<file path="config.mk">
export PLATFORM = sky130hd
export DESIGN_NAME = utf16_to_utf8_char_filter_core
export DESIGN_NICKNAME = d
export VERILOG_FILES = /design/src/sv/u2u8_pkg.sv /design/src/sv/utf16_to_utf8_char_filter_core.sv /design/src/sv/u2u8_decode.sv
export SDC_FILE = /design/constraint.sdc
export NUM_CORES = 1
export LEC_CHECK = 0
export ABC_AREA = 1
export ABC_CLOCK_PERIOD_IN_PS = 7940
export BUFFER_PORTS_ARGS = -buffer_cell sky130_fd_sc_hd__buf_2
export CORE_MARGIN = 3
export CORE_UTILIZATION = 55
export DETAILED_ROUTE_END_ITERATION = 12
export PLACE_DENSITY = 0.75
export SYNTH_ARGS = -nofsm -noshare
export SYNTH_HDL_FRONTEND = slang
export SYNTH_SLANG_ARGS = --single-unit
export TNS_END_PERCENT = 100
</file>
<file path="constraint.sdc">
create_clock -name clk -period 7.94 [get_ports clk]
set_input_delay 0.397 -clock clk [delete_from_list [all_inputs] [get_ports clk]]
set_output_delay 0.397 -clock clk [all_outputs]
set_load 0.05 [all_outputs]
</file>
<file path="src/sv/u2u8_pkg.sv">
// Shared types and constants of the UTF-16 to UTF-8 character filter.
package u2u8_pkg;

  localparam logic [5:0]  HighSurPrefix = 6'b110110;
  localparam logic [5:0]  LowSurPrefix  = 6'b110111;
  localparam logic [20:0] SuppBase      = 21'h10000;
  localparam logic [20:0] CpBackspace   = 21'h08;
  localparam logic [20:0] CpSpace       = 21'h20;
  localparam logic [20:0] CpDelete      = 21'h7F;
  localparam logic [20:0] Lim1Byte      = 21'h80;
  localparam logic [20:0] Lim2Byte      = 21'h800;
  localparam logic [20:0] Lim3Byte      = 21'h10000;
  localparam logic [7:0]  Lead2         = 8'hC0;
  localparam logic [7:0]  Lead3         = 8'hE0;
  localparam logic [7:0]  Lead4         = 8'hF0;
  localparam logic [1:0]  ContMark      = 2'b10;

  typedef struct packed {
    logic [20:0]     cp;
    logic [3:0][7:0] bytes;
    logic [1:0]      last_idx;
    logic            bs;
    logic            emit;
  } u2u8_char_t;

endpackage

</file>
<file path="src/sv/utf16_to_utf8_char_filter_core.sv">
// Top level of the UTF-16 to UTF-8 character filter: decode, byte serialiser, output register.
//
//   channel | signals                                                            | role
//   --------+--------------------------------------------------------------------+-----------
//   input   | in_valid, in_ready, code_unit                                      | code units
//   output  | out_valid, out_ready, utf8_byte, code_point, is_backspace, is_last | bytes
//
// A code unit is decoded in the cycle it is accepted; its 1 to 4 bytes then leave one per
// cycle while the output is not stalled, from the character register through the output
// register and the one-byte output port. Units that give no result send no byte.
// Reset clears the stored surrogate and all valid flags. An output stall holds the output
// register and the character register; input is taken again as soon as the last byte of
// the held character moves to the output register.
module utf16_to_utf8_char_filter_core (
  input  logic        clk,
  input  logic        rst,
  input  logic        in_valid,
  output logic        in_ready,
  input  logic [15:0] code_unit,
  output logic        out_valid,
  input  logic        out_ready,
  output logic [7:0]  utf8_byte,
  output logic [20:0] code_point,
  output logic        is_backspace,
  output logic        is_last
);
  import u2u8_pkg::*;

  u2u8_char_t dec;
  u2u8_char_t chr;
  logic       chr_valid;
  logic [1:0] idx;
  logic       pend_valid;
  logic [9:0] pend_bits;
  logic       pend_valid_next;
  logic [9:0] pend_bits_next;
  logic       take;
  logic       chr_done;
  logic       in_acc;

  u2u8_decode u_decode (
    .code_unit       (code_unit),
    .pend_valid      (pend_valid),
    .pend_bits       (pend_bits),
    .chr             (dec),
    .pend_valid_next (pend_valid_next),
    .pend_bits_next  (pend_bits_next)
  );

  assign take     = chr_valid && (!out_valid || out_ready);
  assign chr_done = take && (idx == chr.last_idx);
  assign in_ready = !chr_valid || chr_done;
  assign in_acc   = in_valid && in_ready;

  always_ff @(posedge clk) begin
    if (rst) begin
      pend_valid <= 1'b0;
      chr_valid  <= 1'b0;
      idx        <= 2'd0;
      out_valid  <= 1'b0;
    end else begin
      if (in_acc) begin
        pend_valid <= pend_valid_next;
      end
      if (take) begin
        idx <= chr_done ? 2'd0 : idx + 2'd1;
      end
      if (in_acc && dec.emit) begin
        chr_valid <= 1'b1;
      end else if (chr_done) begin
        chr_valid <= 1'b0;
      end
      if (take) begin
        out_valid <= 1'b1;
      end else if (out_ready) begin
        out_valid <= 1'b0;
      end
    end
  end

  always_ff @(posedge clk) begin
    if (in_acc) begin
      pend_bits <= pend_bits_next;
    end
    if (in_acc && dec.emit) begin
      chr <= dec;
    end
    if (take) begin
      utf8_byte    <= chr.bytes[idx];
      code_point   <= chr.cp;
      is_backspace <= chr.bs;
      is_last      <= idx == chr.last_idx;
    end
  end

endmodule

</file>
<file path="src/sv/u2u8_decode.sv">
// Surrogate pairing, control filtering and UTF-8 byte formation for one code unit.
module u2u8_decode (
  input  logic [15:0]       code_unit,
  input  logic              pend_valid,
  input  logic [9:0]        pend_bits,
  output u2u8_pkg::u2u8_char_t chr,
  output logic              pend_valid_next,
  output logic [9:0]        pend_bits_next
);
  import u2u8_pkg::*;

  logic        is_hi;
  logic        is_lo;
  logic [20:0] cp;
  logic        ctrl;
  logic        bs;

  always_comb begin
    is_hi = code_unit[15:10] == HighSurPrefix;
    is_lo = code_unit[15:10] == LowSurPrefix;
    pend_valid_next = is_hi;
    pend_bits_next  = code_unit[9:0];

    if (is_lo) begin
      cp = SuppBase + {1'b0, pend_bits, code_unit[9:0]};
    end else begin
      cp = {5'b0, code_unit};
    end

    bs   = !is_lo && (cp == CpBackspace);
    ctrl = (cp < CpSpace) || (cp == CpDelete);

    chr.cp    = cp;
    chr.bs    = bs;
    chr.emit  = !is_hi && (!is_lo || pend_valid) && (bs || !ctrl);
    chr.bytes = '0;

    if (bs) begin
      chr.last_idx = 2'd0;
    end else if (cp < Lim1Byte) begin
      chr.last_idx = 2'd0;
      chr.bytes[0] = cp[7:0];
    end else if (cp < Lim2Byte) begin
      chr.last_idx = 2'd1;
      chr.bytes[0] = Lead2 | {3'b0, cp[10:6]};
      chr.bytes[1] = {ContMark, cp[5:0]};
    end else if (cp < Lim3Byte) begin
      chr.last_idx = 2'd2;
      chr.bytes[0] = Lead3 | {4'b0, cp[15:12]};
      chr.bytes[1] = {ContMark, cp[11:6]};
      chr.bytes[2] = {ContMark, cp[5:0]};
    end else begin
      chr.last_idx = 2'd3;
      chr.bytes[0] = Lead4 | {5'b0, cp[20:18]};
      chr.bytes[1] = {ContMark, cp[17:12]};
      chr.bytes[2] = {ContMark, cp[11:6]};
      chr.bytes[3] = {ContMark, cp[5:0]};
    end
  end

endmodule

</file>
Yosys cells after proc, flatten, opt, wreduce, memory -nomap -nowiden

Index checks and enable logic that the tools add are counted.
Widths: inputs -> output; s select.

Multiplexer cells: 12
Equal/unequal tests: 5
Order comparisons: 5
Add/subtract/negate cells: 2
Reduce and logical (&&, ||, !) cells: 22

Operators by type and width:

| cell                   | number |
|---|---|
| $mux 24                | 1 |
| $add 17x20->21 const A | 1 |
| $eq 21x4->1 const B    | 1 |
| $eq 21x7->1 const B    | 1 |
| $lt 21x12->1 const B   | 1 |
| $lt 21x17->1 const B   | 1 |
| $lt 21x6->1 const B    | 1 |
| $lt 21x8->1 const B    | 1 |
| $mux 21                | 1 |
| $mux 18                | 1 |
| $bmux 8 s2             | 1 |
| $mux 8                 | 2 |
| $eq 6x6->1 const B     | 2 |
| $mux 10                | 1 |
| $logic_and 1x1->1      | 7 |
| $logic_not 1->1        | 5 |
| $logic_or 1x1->1       | 5 |
| $mux 1                 | 4 |
| $reduce_bool 2->1      | 2 |
| $reduce_or 4->1        | 1 |
| $lt 2x3->1 const B     | 1 |
| $reduce_or 3->1        | 1 |
| $add 2x1->2 const B    | 1 |
| $eq 2x2->1             | 1 |
| 2 further kinds        | 2 |

Bits of input ports: 20
Output and inout bits: 33
Bits in registers: 102

Longest topological paths before layout

Depth in word-level cells: 9
Depth in mapped cells: 14

By module

A second synthesis with hierarchy kept.

Cells, all modules: 399
Area, all modules: 4581.9 um2

By module, submodules not included:

| module                         | cells each | instances | sequential area each (um2) | area each (um2) |
|---|---|---|---|---|
| utf16_to_utf8_char_filter_core | 181        | 1         | 3012.9                     | 3413.3 |
| u2u8_decode                    | 218        | 1         | 0.0                        | 1168.6 |

Worst setup path after synthesis

OpenSTA, ideal clock, no wires.

Path type: reg-to-reg
From: register out_valid
To: register chr[10] (netlist name) (enable)
Slack: 4.153 ns
Arrival: 3.381 ns
Stages on the path, launching flop included: 10
Period minus slack after synthesis: 3.787 ns
Setup time: 0.406 ns
Cell sequence: dfxtp_1 nand2_1 nand2_1 inv_1 nand2_1 nand2_1 nand2_1 nor3_1 nand2_2 inv_1

Word-level cells in the longest chain between the ends: 7

Ends and longest elaborated chain:

| what                   | line                                 | source |
|---|---|---|
| start, declared        | utf16_to_utf8_char_filter_core.sv:20 | `output logic out_valid,` |
| start signal, assigned | utf16_to_utf8_char_filter_core.sv:60 | `out_valid <= 1'b0;` |
| start signal, assigned | utf16_to_utf8_char_filter_core.sv:74 | `out_valid <= 1'b1;` |
| start signal, assigned | utf16_to_utf8_char_filter_core.sv:76 | `out_valid <= 1'b0;` |
| $logic_not 1->1        | utf16_to_utf8_char_filter_core.sv:50 | `assign take = chr_valid && (!out_valid \|\| out_ready);` |
| $logic_or 1x1->1       | utf16_to_utf8_char_filter_core.sv:50 |  |
| $logic_and 1x1->1      | utf16_to_utf8_char_filter_core.sv:50 |  |
| net take               | utf16_to_utf8_char_filter_core.sv:37 | `logic take;` |
| $logic_and 1x1->1      | utf16_to_utf8_char_filter_core.sv:51 | `assign chr_done = take && (idx == chr.last_idx);` |
| $logic_or 1x1->1       | utf16_to_utf8_char_filter_core.sv:52 | `assign in_ready = !chr_valid \|\| chr_done;` |
| net in_ready           | utf16_to_utf8_char_filter_core.sv:18 | `output logic in_ready,` |
| $logic_and 1x1->1      | utf16_to_utf8_char_filter_core.sv:53 | `assign in_acc = in_valid && in_ready;` |
| $logic_and 1x1->1      | utf16_to_utf8_char_filter_core.sv:85 | `if (in_acc && dec.emit) begin` |
| end signal, assigned   | utf16_to_utf8_char_filter_core.sv:86 | `chr <= dec;` |
| end, declared          | utf16_to_utf8_char_filter_core.sv:30 | `u2u8_char_t chr;` |

The timed path passes the listed nets, and every way through them passes these cells.
A chain may end at the register's enable or synchronous reset.

Worst setup path in the final report

From: register pend_bits[6]
To: register chr[43] (netlist name) (enable)

Word-level cells in the longest chain between the ends: 8

Ends and longest elaborated chain:

| what                                       | line                                 | source |
|---|---|---|
| start, declared                            | utf16_to_utf8_char_filter_core.sv:34 | `logic [9:0] pend_bits;` |
| start signal, assigned                     | utf16_to_utf8_char_filter_core.sv:83 | `pend_bits <= pend_bits_next;` |
| $add 17x20->21 (*)                         | u2u8_decode.sv:25                    | `cp = SuppBase + {1'b0, pend_bits, code_unit[9:0]};` |
| $mux 21 (*)                                | u2u8_decode.sv:24                    | `if (is_lo) begin` |
| $lt 21x6->1 or $eq 21x7->1 (tied branches) | u2u8_decode.sv:31                    | `ctrl = (cp < CpSpace) \|\| (cp == CpDelete);` |
| $logic_or 1x1->1                           | u2u8_decode.sv:31                    |  |
| $logic_not 1->1                            | u2u8_decode.sv:35                    | `chr.emit = !is_hi && (!is_lo \|\| pend_valid) && (bs \|\| !ctrl);` |
| $logic_or 1x1->1 (*)                       | u2u8_decode.sv:35                    |  |
| $logic_and 1x1->1 (*)                      | u2u8_decode.sv:35                    |  |
| $logic_and 1x1->1 (*)                      | utf16_to_utf8_char_filter_core.sv:85 |  |

Mark *: on every way between the ends. The rest lies on a longest branch, timed or not.

==> flow_summary_export.csv <==
group,metric,value,unit
run_status,status,"finished clean",
place,port_buffers,52,
synthesis,async_reset_ff_share,0,%
synthesis,synth-warning-count,0,
floorplan,chipWidth,92.6,um
power_and_ir_drop,power.share.clock,29.5,%
synthesis,synthFlopType,"sky130_fd_sc_hd__edfxtp_1",
sta,hold_fails_final_rpt,0,
sta,maxSlewViolCount,0,
detailed_routing,via_per_inst,5.39,
synthesis,number_of_enable_type_register_cells_in_the_synthesized_netlist,93,
setup_path,setup.worst_path.end_class,"register",
place,numPlacedInstances,494,
synthesis,synth.distinct_cells,37,
power_and_ir_drop,finalPower,1.07,mW
sta,count_of_final_setup_violators,0,
floorplan,floorplan_die_height,92.6,um
cells_and_area,syn2layout_area_growth,13.1,%
setup_path,worst_path_dominant_cell_family,"simple AND/OR/NAND/NOR gates",
detailed_routing,drt_first_pass_iters,4,
clocking,cts.root.buffer_cell,"sky130_fd_sc_hd__clkbuf_8",
detailed_routing,postRouteWirelength,8470,um
synthesis,synth.yosys.seq_area_share,70.1,%
setup_path,worstPathRequired,7920,ps
global_route,largest_net_degree_at_the_start_of_global_routing,53,
global_route,number_of_antenna_violations_at_the_first_check_in_global_routing,0,
detailed_routing,drtAntennaViolNets,0,
setup_path,regToRegSetupSlack,4560,ps
synthesis,netlist_area,4130,um2
power_and_ir_drop,ir_worst_vdd,0.150,mV
setup_path,critical_path_buf_inv_count,1,
synthesis,syn_area_per_cell,11.7,um2
floorplan,core_region_area,7020,um2
cells_and_area,layout.cells.non_filler,510,
synthesis,synth_top_family_by_area,"simple AND/OR/NAND/NOR gates",
clocking,cts_buffers,9,
setup_path,crit_path_kind,"register to register",
sta,timing.clock.skew,10.7,ps
sta,grt_setup_unrepaired,"false",
global_route,grt_first_pass_wirelength,13700,um
synthesis,postSynthNetCount,374,
clocking,post_cts_buffers,0,
setup_path,critical_path.cell_chain,"ha_1, o211ai_1, nand2_1, nor2_2, nand2_2, nor2_8, nand2_4, nand2_2, nand2_2, inv_2",
power_and_ir_drop,power.combinational.fraction,12.3,%
sta,final.setup.tns,0,ps
sta,period_share,42.5,%
clocking,max-clock-path-buffers,2,
synthesis,synthSimpleGateAreaFrac,15.9,%
cells_and_area,drive_above_1_share,23.2,%
synthesis,yosys_register_bits,98,
sta,tightestPinTransition,1070,ps
power_and_ir_drop,p_sw,0.284,mW
detailed_routing,drt-wirelength-per-cell,16.6,um
detailed_routing,initialDrtViolationCount,250,
setup_path,crit-reg2reg-capture,"chr[43]",
place,detailed_place.area,4480,um2
detailed_routing,remaining_drc_errors,0,
worst_hold_path,hold_path_startpoint,"rst",
floorplan,placement_rows,30,
synthesis,synth_adder_area_share,0.303,%
run,max_cap_violations,0,
clocking,tritoncts,"built",
clocking,ctsResizeCount,0,
sta,finalWorstSetupSlack,4560,ps
place,place_ws,4560,ps
cells_and_area,fin_nets,430,
floorplan,initial_utilization,58.8,%
setup_path,worst_reg2reg_path_startpoint,"pend_bits[6]",
synthesis,synth-compound-area-share,7.64,%
power_and_ir_drop,internal_power,0.785,mW
synthesis,synth.mux.area_fraction,0,%
sta,max_clock_freq,296,MHz
global_route,grt.total_usage,21.5,%
cells_and_area,post-route-cell-area,4670,um2
power_and_ir_drop,power-per-cell-area,229,nW/um2
setup_path,worst_path_largest_cell_delay,770,ps
sta,timing.slew.headroom,28.4,%
setup_path,cp_slowest_cell,"sky130_fd_sc_hd__inv_2",
clocking,clkSlewWorstSetupHoldPaths,90,ps
power_and_ir_drop,relative_contribution_of_sequential_cells_to_total_power,58.1,%
setup_path,ff2ff_path_depth,10,
power_and_ir_drop,switching_share,26.6,%
cells_and_area,n_antenna_cell,0,
synthesis,synthesis.instances,353,
power_and_ir_drop,power.static_leakage,1.93,nW
place,gp_congestion,0.903,
floorplan,die-area,8580,um2
clocking,clk-insertion-delay-late,360,ps
sta,fin_crit,3380,ps
detailed_routing,routed-via-count,2751,
worst_hold_path,hold_crit_depth,2,
clocking,clock_tree.htree_level_count,3,
floorplan,top_level_pins,53,
setup_path,crit_path_start_kind,"register",
setup_path,crit_fanout,52,
clocking,post_cts_hold_buffers,0,
worst_hold_path,hold_end,"chr_valid",
setup_path,dominant_cell_type_by_count_on_the_critical_path,"sky130_fd_sc_hd__nand2_2",
place,half_perimeter_wire_length_of_the_detailed_placement_result,5810,um
worst_hold_path,type_of_the_tightest_min_delay_check,"primary input to register",
clocking,cts.sinks,98,
setup_path,timing.critical_path.arrival,3360,ps
global_route,grt_remaining_overflow,0,
synthesis,yosys.area_share.xor_xnor,0.424,%
global_route,first_global_vias,2722,
[worst register-to-register path: cells and delay by family (launching register included)]
kind | cells | cell delay (ps)
adder cells (fa/ha/maj) | 1 | 350
flip-flops | 1 | 450
AO/OA/AOI/OAI | 1 | 260
buffers and inverters | 1 | 770
AND/OR/NAND/NOR | 7 | 1140
[synthesized netlist by cell type, types with 2 or more instances]
| master | n | area (um2) |
|---|---|---|
| sky130_fd_sc_hd__a21oi_1 | 8 | 40.0 |
| sky130_fd_sc_hd__a31oi_1 | 5 | 31.3 |
| sky130_fd_sc_hd__buf_2 | 4 | 20.0 |
| sky130_fd_sc_hd__clkbuf_1 | 3 | 11.3 |
| sky130_fd_sc_hd__dfxtp_1 | 5 | 100 |
| sky130_fd_sc_hd__edfxtp_1 | 93 | 2790 |
| sky130_fd_sc_hd__inv_1 | 47 | 176 |
| sky130_fd_sc_hd__inv_2 | 4 | 15.0 |
| sky130_fd_sc_hd__nand2_1 | 64 | 240 |
| sky130_fd_sc_hd__nand2_2 | 10 | 62.6 |
| sky130_fd_sc_hd__nand3_1 | 9 | 45.0 |
| sky130_fd_sc_hd__nand3b_1 | 2 | 15.0 |
| sky130_fd_sc_hd__nand4_1 | 4 | 25.0 |
| sky130_fd_sc_hd__nor2_1 | 30 | 113 |
| sky130_fd_sc_hd__nor2_2 | 3 | 18.8 |
| sky130_fd_sc_hd__nor2_4 | 4 | 45.0 |
| sky130_fd_sc_hd__nor3_1 | 6 | 30.0 |
| sky130_fd_sc_hd__o211ai_1 | 4 | 30.0 |
| sky130_fd_sc_hd__o21ai_0 | 24 | 120 |
| sky130_fd_sc_hd__o22ai_1 | 7 | 43.8 |
[how the worst max path moves through the flow]
stage / from / slack (ps) / to / cells past startpoint
finish: pend_bits[6] / 4560 / chr[43] / 10
global route: pend_bits[6] / 4300 / chr[39] / 10
CTS: pend_bits[6] / 4540 / chr[13] / 10
detailed placement: pend_bits[6] / 4560 / chr[41] / 10
global placement: pend_bits[6] / 4700 / chr[42] / 10
floorplan: out_valid / 4150 / chr[10] / 9
[layout by cell type, fill, tap and decap left out, types with 2 or more instances in the layout]
cell type	n
sky130_fd_sc_hd__inv_2	5
sky130_fd_sc_hd__nand4_1	4
sky130_fd_sc_hd__dfxtp_1	5
sky130_fd_sc_hd__buf_2	52
sky130_fd_sc_hd__nand3b_1	2
sky130_fd_sc_hd__nor2_4	4
sky130_fd_sc_hd__clkbuf_8	9
sky130_fd_sc_hd__o211ai_1	4
sky130_fd_sc_hd__clkinv_1	2
sky130_fd_sc_hd__nor2_2	3
sky130_fd_sc_hd__a21oi_1	8
sky130_fd_sc_hd__nor3_1	6
sky130_fd_sc_hd__o21ai_0	24
sky130_fd_sc_hd__nand3_1	9
sky130_fd_sc_hd__nand2_2	10
sky130_fd_sc_hd__inv_1	46
sky130_fd_sc_hd__o22ai_1	7
sky130_fd_sc_hd__a31oi_1	5
sky130_fd_sc_hd__inv_6	2
sky130_fd_sc_hd__nor2_1	30
sky130_fd_sc_hd__nand2_1	64
sky130_fd_sc_hd__edfxtp_1	93
[area by class of cell]
class / instances / area (um2)
clock buffer: 10 / 128
sequential: 98 / 2890
clock inverter: 6 / 63.8
fill: 551 / 2350
inverter: 52 / 195
timing repair buffer: 53 / 268
multi-input combinational: 195 / 1000
tap: 96 / 120
[state kept, by name (all words and copies together), names as in the netlist]
signal,cells
is_last,1
code_point,21
pend_bits,10
chr_valid,1
pend_valid,1
chr,52
is_backspace,1
idx,2
out_valid,1
utf8_byte,8
[routing by layer]
metal | wire [um] | part of all wire [%] | vias up | global-route usage [%]
li1 | - | - | 1324 | -
met1 | 3500 | 41 | 1284 | 28.0
met2 | 4100 | 48 | 121 | 34.1
met3 | 659 | 7.8 | 22 | 5.85
met4 | 210 | 2.5 | 0 | 9.04
met5 | 0 | 0 | - | 0
[power groups by stage]
stage                     combinational [mW]  sequential [mW]  clock (mW)
after floorplan                       0.0547            0.670           0
after global placement                 0.129            0.632           0
after detailed placement               0.132            0.634           0
after CTS                              0.132            0.622       0.320
after global routing                   0.143            0.625       0.346
final                                  0.132            0.621       0.316
[through the flow]
stage | util [%] | hold WS [ps]
3_5_place_dp | 63.8 | 405
3_3_place_gp | 63.8 | 402
5_1_grt | 66.5 | 217
2_1_floorplan | - | 400
6_report | 66.5 | 233
4_1_cts | 66.5 | 218
[cells by family (layout without fill, tap and decap cells)]
kind of cell               Yosys count  in the layout
DFF                                 98             98
and+or+nand+nor                    138            138
xor gates and xnor gates             2              2
AOI/OAI and AO/OA                   54             54
adders and majority gates            1              1
buffers and inverters               60            121
Note: power is estimated with default switching activity, not from simulation.
